**src/design/dfs_pkg.sv**
```systemverilog
// Package for the depth-first path search unit: widths, codes, FSM state type.
// No dependencies.
package dfs_pkg;
   localparam int MAX_VERTICES_DEF = 16;
   localparam int MAX_DEGREE_DEF   = 8;
   localparam int CMD_W    = 2;
   localparam int VTX_W    = 4;
   localparam int STATUS_W = 3;

   typedef enum logic [CMD_W-1:0] {
      CMD_ADD    = 2'd0,
      CMD_CLEAR  = 2'd1,
      CMD_SEARCH = 2'd2,
      CMD_NONE   = 2'd3
   } cmd_type;

   typedef enum logic [STATUS_W-1:0] {
      ST_PATH    = 3'd0,
      ST_NOPATH  = 3'd1,
      ST_STORED  = 3'd2,
      ST_DROPPED = 3'd3,
      ST_CLEARED = 3'd4
   } status_type;

   typedef enum logic [3:0] {
      S_IDLE,
      S_FETCH,
      S_WAIT,
      S_STEP,
      S_EMIT,
      S_SINGLE
   } state_type;
endpackage

```
**src/design/dfs_adj_store.sv**
```systemverilog
// Successor store: one memory of lists, per-vertex fill counts.
// Depends on dfs_pkg.
module dfs_adj_store #(
   parameter int NV = dfs_pkg::MAX_VERTICES_DEF,
   parameter int ND = dfs_pkg::MAX_DEGREE_DEF,
   localparam int VW = $clog2(NV),
   localparam int DW = $clog2(ND) > 0 ? $clog2(ND) : 1,
   localparam int CW = $clog2(ND + 1)
) (
   input  logic                      clock,
   input  logic                      reset,
   input  logic                      wr_en,
   input  logic                      clr_en,
   input  logic [VW-1:0]             wr_vtx,
   input  logic [dfs_pkg::VTX_W-1:0] wr_data,
   input  logic [VW-1:0]             rd_vtx,
   input  logic [CW-1:0]             rd_idx,
   output logic [dfs_pkg::VTX_W-1:0] rd_data_ff,
   output logic [CW-1:0]             wr_count,
   output logic [CW-1:0]             rd_count
);
   logic [dfs_pkg::VTX_W-1:0] mem [NV*ND];
   logic [CW-1:0] count_ff [NV];

   assign wr_count = count_ff[wr_vtx];
   assign rd_count = count_ff[rd_vtx];

   // list memory, registered read
   always_ff @(posedge clock) begin
      if (wr_en)
         mem[(NV*ND > 1 ? $clog2(NV*ND) : 1)'(int'(wr_vtx) * ND + int'(wr_count))] <= wr_data;
      rd_data_ff <= mem[(NV*ND > 1 ? $clog2(NV*ND) : 1)'(int'(rd_vtx) * ND + int'(rd_idx))];
   end

   // fill counts
   always_ff @(posedge clock) begin
      if (reset || clr_en) begin
         for (int i = 0; i < NV; i++) count_ff[i] <= '0;
      end else if (wr_en) begin
         count_ff[wr_vtx] <= wr_count + CW'(1);
      end
   end
endmodule

```
**src/design/dfs_path_search_unit.sv**
```systemverilog
// Top level of the depth-first path search unit: sequencer, visited map, stack.
// Depends on dfs_pkg and dfs_adj_store.
//  channel | direction | ports
//  req     | in        | req_valid req_ready req_command req_from_vertex req_to_vertex
//  rsp     | out       | rsp_valid rsp_ready rsp_status rsp_path_vertex rsp_last
// Edge add and clear: the result is registered at the transfer.
// Search: each edge tried passes fetch, wait (memory read latency in the walk loop)
// and step states; a backtrack pops in fetch; then one path vertex per rsp transfer.
// Reset is synchronous; fill counts and control clear at once.
// req_ready is low while a command is in flight; a stalled rsp holds path emission.
module dfs_path_search_unit #(
   parameter int MAX_VERTICES = dfs_pkg::MAX_VERTICES_DEF,
   parameter int MAX_DEGREE   = dfs_pkg::MAX_DEGREE_DEF
) (
   input  logic                         clock,
   input  logic                         reset,
   input  logic                         req_valid,
   output logic                         req_ready,
   input  logic [dfs_pkg::CMD_W-1:0]    req_command,
   input  logic [dfs_pkg::VTX_W-1:0]    req_from_vertex,
   input  logic [dfs_pkg::VTX_W-1:0]    req_to_vertex,
   output logic                         rsp_valid,
   input  logic                         rsp_ready,
   output logic [dfs_pkg::STATUS_W-1:0] rsp_status,
   output logic [dfs_pkg::VTX_W-1:0]    rsp_path_vertex,
   output logic                         rsp_last
);
   localparam int NV = MAX_VERTICES;
   localparam int VW = $clog2(NV);
   localparam int CW = $clog2(MAX_DEGREE + 1);
   localparam int SW = $clog2(NV + 1);
   localparam int XW = dfs_pkg::VTX_W;

   dfs_pkg::state_type state_ff, state_in;
   logic [XW-1:0] start_ff, goal_ff;
   logic [VW-1:0] stk_v_ff [NV];
   logic [CW-1:0] stk_i_ff [NV];
   logic [SW-1:0] depth_ff, depth_in, emit_ff, emit_in;
   logic [NV-1:0] visited_ff;
   logic rsp_valid_ff;
   logic [dfs_pkg::STATUS_W-1:0] rsp_status_ff;
   logic [XW-1:0] rsp_vtx_ff;
   logic rsp_last_ff;

   logic out_free, accept, rsp_set;
   logic [VW-1:0] top_v, wr_vtx;
   logic [CW-1:0] top_i, wr_count, rd_count;
   logic [XW-1:0] rd_data;
   logic wr_en, clr_en, add_ok;
   logic [SW-1:0] top_ptr;

   assign out_free  = !rsp_valid_ff || rsp_ready;
   assign req_ready = (state_ff == dfs_pkg::S_IDLE) && out_free;
   assign accept    = req_valid && req_ready;
   assign top_ptr   = depth_ff - SW'(1);
   assign top_v     = stk_v_ff[top_ptr[VW-1:0]];
   assign top_i     = stk_i_ff[top_ptr[VW-1:0]];
   assign wr_vtx    = req_from_vertex[VW-1:0];
   assign add_ok    = (XW'(req_from_vertex) < XW'(NV) || NV > 15)
                      && (int'(req_to_vertex) < NV)
                      && (int'(req_from_vertex) < NV)
                      && (int'(wr_count) < MAX_DEGREE);
   assign wr_en  = accept && (req_command == dfs_pkg::CMD_ADD) && add_ok;
   assign clr_en = accept && (req_command == dfs_pkg::CMD_CLEAR);

   // result register loads on an edge/clear transfer, an emit step or a single-result step
   assign rsp_set = (accept && (req_command == dfs_pkg::CMD_ADD
                                || req_command == dfs_pkg::CMD_CLEAR))
                    || ((state_ff == dfs_pkg::S_EMIT || state_ff == dfs_pkg::S_SINGLE)
                        && out_free);

   dfs_adj_store #(.NV(NV), .ND(MAX_DEGREE)) u_store (
      .clock(clock), .reset(reset), .wr_en(wr_en), .clr_en(clr_en),
      .wr_vtx(wr_vtx), .wr_data(req_to_vertex), .rd_vtx(top_v), .rd_idx(top_i),
      .rd_data_ff(rd_data), .wr_count(wr_count), .rd_count(rd_count)
   );

   // next state
   always_comb begin
      state_in = state_ff;
      case (state_ff)
         dfs_pkg::S_IDLE:
            if (accept && req_command == dfs_pkg::CMD_SEARCH) begin
               if (req_from_vertex == req_to_vertex) state_in = dfs_pkg::S_SINGLE;
               else if (int'(req_from_vertex) >= NV || int'(req_to_vertex) >= NV)
                  state_in = dfs_pkg::S_SINGLE;
               else state_in = dfs_pkg::S_FETCH;
            end
         dfs_pkg::S_FETCH:
            if (depth_ff == '0) state_in = dfs_pkg::S_SINGLE;
            else if (top_i < rd_count && int'(top_i) < MAX_DEGREE) state_in = dfs_pkg::S_WAIT;
         dfs_pkg::S_WAIT: state_in = dfs_pkg::S_STEP;
         dfs_pkg::S_STEP:
            if (rd_data == goal_ff) state_in = dfs_pkg::S_EMIT;
            else state_in = dfs_pkg::S_FETCH;
         dfs_pkg::S_EMIT:
            if (out_free && emit_ff == depth_ff) state_in = dfs_pkg::S_IDLE;
         dfs_pkg::S_SINGLE:
            if (out_free) state_in = dfs_pkg::S_IDLE;
         default: state_in = dfs_pkg::S_IDLE;
      endcase
   end

   always_comb begin
      depth_in = depth_ff;
      emit_in  = emit_ff;
      case (state_ff)
         dfs_pkg::S_IDLE: begin
            depth_in = SW'(1);
            emit_in  = '0;
         end
         dfs_pkg::S_FETCH:
            if (depth_ff != '0 && !(top_i < rd_count && int'(top_i) < MAX_DEGREE))
               depth_in = depth_ff - SW'(1);
         dfs_pkg::S_STEP:
            if (rd_data != goal_ff && int'(rd_data) < NV && !visited_ff[rd_data[VW-1:0]]
                && int'(depth_ff) < NV)
               depth_in = depth_ff + SW'(1);
         dfs_pkg::S_EMIT:
            if (out_free) emit_in = emit_ff + SW'(1);
         default: ;
      endcase
   end

   // datapath registers
   always_ff @(posedge clock) begin
      if (reset) begin
         state_ff     <= dfs_pkg::S_IDLE;
         depth_ff     <= '0;
         emit_ff      <= '0;
         rsp_valid_ff <= 1'b0;
         visited_ff   <= '0;
      end else begin
         state_ff <= state_in;
         depth_ff <= depth_in;
         emit_ff  <= emit_in;
         if (rsp_set) rsp_valid_ff <= 1'b1;
         else if (rsp_ready) rsp_valid_ff <= 1'b0;
         if (accept) begin
            start_ff <= req_from_vertex;
            goal_ff  <= req_to_vertex;
            visited_ff <= NV'(1) << wr_vtx;
            stk_v_ff[0] <= wr_vtx;
            stk_i_ff[0] <= '0;
            if (req_command != dfs_pkg::CMD_SEARCH && req_command != dfs_pkg::CMD_NONE) begin
               rsp_vtx_ff    <= '0;
               rsp_last_ff   <= 1'b1;
               rsp_status_ff <= (req_command == dfs_pkg::CMD_CLEAR) ? dfs_pkg::ST_CLEARED
                                : (add_ok ? dfs_pkg::ST_STORED : dfs_pkg::ST_DROPPED);
            end
         end
         if (state_ff == dfs_pkg::S_WAIT)
            stk_i_ff[top_ptr[VW-1:0]] <= top_i + CW'(1);
         if (state_ff == dfs_pkg::S_STEP && rd_data != goal_ff && int'(rd_data) < NV
             && !visited_ff[rd_data[VW-1:0]] && int'(depth_ff) < NV) begin
            visited_ff[rd_data[VW-1:0]] <= 1'b1;
            stk_v_ff[depth_ff[VW-1:0]]  <= rd_data[VW-1:0];
            stk_i_ff[depth_ff[VW-1:0]]  <= '0;
         end
         if (state_ff == dfs_pkg::S_EMIT && out_free) begin
            rsp_status_ff <= dfs_pkg::ST_PATH;
            rsp_last_ff   <= (emit_ff == depth_ff);
            rsp_vtx_ff    <= (emit_ff == depth_ff) ? goal_ff
                             : XW'(stk_v_ff[emit_ff[VW-1:0]]);
         end
         if (state_ff == dfs_pkg::S_SINGLE && out_free) begin
            rsp_last_ff   <= 1'b1;
            rsp_status_ff <= (start_ff == goal_ff) ? dfs_pkg::ST_PATH : dfs_pkg::ST_NOPATH;
            rsp_vtx_ff    <= (start_ff == goal_ff) ? start_ff : '0;
         end
      end
   end

   assign rsp_valid       = rsp_valid_ff;
   assign rsp_status      = rsp_status_ff;
   assign rsp_path_vertex = rsp_vtx_ff;
   assign rsp_last        = rsp_last_ff;
endmodule

```
**config.mk**
```make
export PLATFORM = sky130hd
export DESIGN_NAME = dfs_path_search_unit
export DESIGN_NICKNAME = d
export VERILOG_FILES = /design/src/design/dfs_pkg.sv /design/src/design/dfs_adj_store.sv /design/src/design/dfs_path_search_unit.sv
export SDC_FILE = /design/constraint.sdc
export NUM_CORES = 1
export LEC_CHECK = 0
export ABC_CLOCK_PERIOD_IN_PS = 9800
export BUFFER_PORTS_ARGS = -buffer_cell sky130_fd_sc_hd__buf_4
export CAP_MARGIN = 20
export CORE_ASPECT_RATIO = 0.6
export CORE_UTILIZATION = 65
export CTS_CLUSTER_SIZE = 30
export DETAILED_ROUTE_END_ITERATION = 8
export PLACE_DENSITY_LB_ADDON = 0.2
export SLEW_MARGIN = 20
export SYNTH_ARGS = -nofsm -noshare
export SYNTH_HDL_FRONTEND = slang
export SYNTH_SLANG_ARGS = --single-unit
```
**constraint.sdc**
```tcl
create_clock -name clock -period 9.8 [get_ports clock]
set_input_delay 2.94 -clock clock [delete_from_list [all_inputs] [get_ports clock]]
set_output_delay 2.94 -clock clock [all_outputs]
set_load 0.03 [all_outputs]
```
==> summary.md <==
| Metric | Value |
|---|---|
| FF-to-FF path depth | `14` |
| Slowest CP cell | `nor2_1` |
| Worst Skew | `0.02607 ns` |
| CTS buffer count | `67` |
| Setup TNS | `0 ns` |
| Largest net degree at the start of global routing | `141` |
| Postcts setup bufs | `0` |
| Gpl congestion | `0.9075` |
| CP Launch Point | `req_from_vertex[0]` |
| Worst-path clk slew | `0.06 ns` |
| Area grow syn2layout | `7.744%` |
| Netlist cell types | `76` |
| Vias | `21450` |
| # nets final | `2416` |
| Crit path buf inv count | `1` |
| Post-CTS Resized | `0` |
| Worst-Skew Late Latency | `0.61 ns` |
| CTS tree | `built` |
| I/O pins | `24` |
| Worst Hold Class | `reg -> reg` |
| Num rows | `63` |
| Yosys warns | `0` |
| Routed Antenna Nets | `0` |
| Die area | `0.05214 mm^2` |
| # port buffers | `23` |
| First-pass GRT wire length | `128700 um` |
| Final setup fails | `0` |
| Slew Viols, Final | `0` |
| Pre-antenna DRT Iters | `7` |
| Predominant post-synthesis flop cell | `edfxtp_1` |
| Synth area leaders | `edfxtp_1, mux4_2, mux2i_1` |
| Initial detailed-routing violation count | `3445` |
| CP cell instances | `buf_4 > mux4_2 > mux4_2 > nor3_1 > nand2_1 > nor2_1 > nand2_1 > nor2_1` |
| Sequential standard cell area | `0.02238 mm^2` |
| Period minus WS final | `6.713 ns` |
| Peak VDD IR | `0.3166 mV` |
| Initial Util | `0.6660` |
| Fmax | `149.0 MHz` |
| Hold path depth | `1` |
| GRT Overall Usage | `0.3371` |
| Hold Vio Cnt, Final | `0` |
| Hold EP | `emit_ff[4]` |
| DP Wirelength | `53280 um` |
| Max clock buf depth | `3` |
| R2r endpoint | `u_store.rd_data_ff[1]` |
| Post-synth top area share | `0.6496` |
| Share of cells above drive strength 1 | `0.1066` |
| Gr ovfl total | `0` |
| CTS Root Cell | `clkbuf_16` |
| Multi-input logic area | `0.01011 mm^2` |
| Die Span Y | `177.3 um` |
| Crit-path max cell delay | `0.69 ns` |
| RSZ-0062 raised after global routing | `no` |
| Initial antenna violation count | `0` |
| Placed Cells | `3001` |
| Crit end category | `flop` |
| Syn_nets | `2450` |
| Crit path max fanout | `28` |
| Worst slew pin tran | `1.144 ns` |
| Post-synth EDFFs | `720` |
| Final WL | `85930 um` |
| Final Cycle Share | `0.6850` |
| Area leader, netlist | `edfxtp_1` |
| Synth Cell Area | `0.03328 mm^2` |
| Critical path required time | `10.06 ns` |
| FILL cells | `3218` |
| Die X | `294.1 um` |
| DRC Markers | `0` |
| Most frequent cells after synthesis | `edfxtp_1, nand2_1, nor2_1` |
| Max-cap violations | `0` |
| Top-count cell post-synth | `edfxtp_1` |
| Clock sink count | `758` |
| Total chip power | `11800 uW` |
| H-tree depth | `3` |
| Setup WS post-layout | `3.087 ns` |
| Synth Register Bits | `758` |
| Asr flop ratio synth | `0` |
| Ant diodes | `0` |
| Static Leak | `0.01221 uW` |
| Outcome | `finished clean` |
| FF-to-FF setup slack | `3.09 ns` |
| Sequential cell area fraction in the yosys report | `0.6725` |
| Crit path DAT | `6.98 ns` |
| Post-DR wirelength/cell | `27.53 um` |
| Post-synthesis area per instance | `13.74 um^2` |
| Mapped Cells | `2423` |
| Worst hold slack | `0.4988 ns` |
| Final non-filler cell total | `3121` |
| DP Worst Slack | `2.602 ns` |
| Slew headroom | `0.2358` |
| Hold Crit Start | `emit_ff[4]` |
| Vias in the first global route | `20270` |
| Crit path kind | `in -> reg` |
| Core area | `0.04998 mm^2` |
| DR vias/cell | `6.873` |
| # hold bufs at CTS | `0` |
| Power per cell area | `329.0 mW/mm^2` |
| Worst setup SP type | `input port` |
| Reg2reg start | `depth_ff[1]` |
| Top Family by Delay on Critical Path | `simple AND/OR/NAND/NOR gates` |
-- area by class of cell --
class,instances,area share
Sequential cell,758,0.6242
Timing Repair Buffer,54,0.01200
Clock buffer,87,0.05031
Inverter,12,0.001396
Tap cell,682,0.02380
Clock inverter,32,0.006281
Multi-Input combinational cell,1496,0.2820
-- state kept, by name (all words and copies together), names as in the netlist, named ones only --
signal              cells
u_store.count_ff       64
u_store.mem           512
u_store.rd_data_ff      4
rsp_status              3
start_ff                4
state_ff                3
visited_ff             16
goal_ff                 4
stk_i_ff               64
rsp_path_vertex         4
stk_v_ff               64
rsp_last                1
rsp_valid               1
depth_ff                5
emit_ff                 5
-- layout by cell type, fill, tap and decap left out, types with 10 or more instances in the layout --
master	instances
a22oi_1	22
edfxtp_1	720
nand3_1	37
clkinv_1	16
o221ai_1	12
nor3_1	19
xnor2_1	15
nand2b_1	14
o22ai_1	10
mux4_2	73
xor2_1	10
nand2_1	391
nor2b_1	17
buf_4	52
clkbuf_16	69
dfxtp_1	36
a31oi_1	41
ha_1	13
a221oi_1	15
clkbuf_1	17
and2_1	41
mux4_1	10
a21oi_1	95
nor4_1	10
a211oi_1	51
a32oi_1	12
o21ai_0	26
a311oi_1	12
mux2_2	16
mux2i_1	152
inv_1	10
nor2_1	286
-- metal layers --
metal | GRT usage | wire, um | part of all wire | vias up
met5 | 0.01313 | 95 | 0.0011 | -
met4 | 0.08398 | 1936 | 0.023 | 2
met3 | 0.1105 | 13530 | 0.16 | 175
met2 | 0.4448 | 34850 | 0.41 | 1713
met1 | 0.5359 | 35520 | 0.41 | 10500
li1 | - | - | - | 9064
-- stage by stage --
| step | area [um^2] | util |
|---|---|---|
| floorplan | 33280 | - |
| global placement | 33800 | 0.6764 |
| detailed placement | 33810 | 0.6765 |
| CTS | 35840 | 0.7171 |
| global route | 35860 | 0.7175 |
| finish | 35860 | 0.7175 |
-- kinds of logic after synthesis --
kind of cell,Yosys count,share of synthesized area
buffers and inverters,169,0.02489
XOR/XNOR,28,0.007820
AND/OR/NAND/NOR,866,0.1110
multiplexers,255,0.1111
AO/OA/AOI/OAI,334,0.06790
adder cells (fa/ha/maj),13,0.004887
flip-flops,758,0.6725
-- power by group --
part           internal [uW]  switching [uW]
clock network           1360            1160
registers               3630            99.1
logic                   1810            3740
-- worst max path at each step --
stage	to	slack, ns	cells past startpoint
after global placement	u_store.mem[52][0]	2.44	8
after detailed placement	u_store.mem[85][2]	2.60	8
final	u_store.mem[85][1]	3.09	8
after global routing	u_store.mem[68][1]	3.05	10
after floorplan	req_ready	3.41	2
after CTS	u_store.mem[85][2]	3.24	8
(Power assumes the default switching activity.)
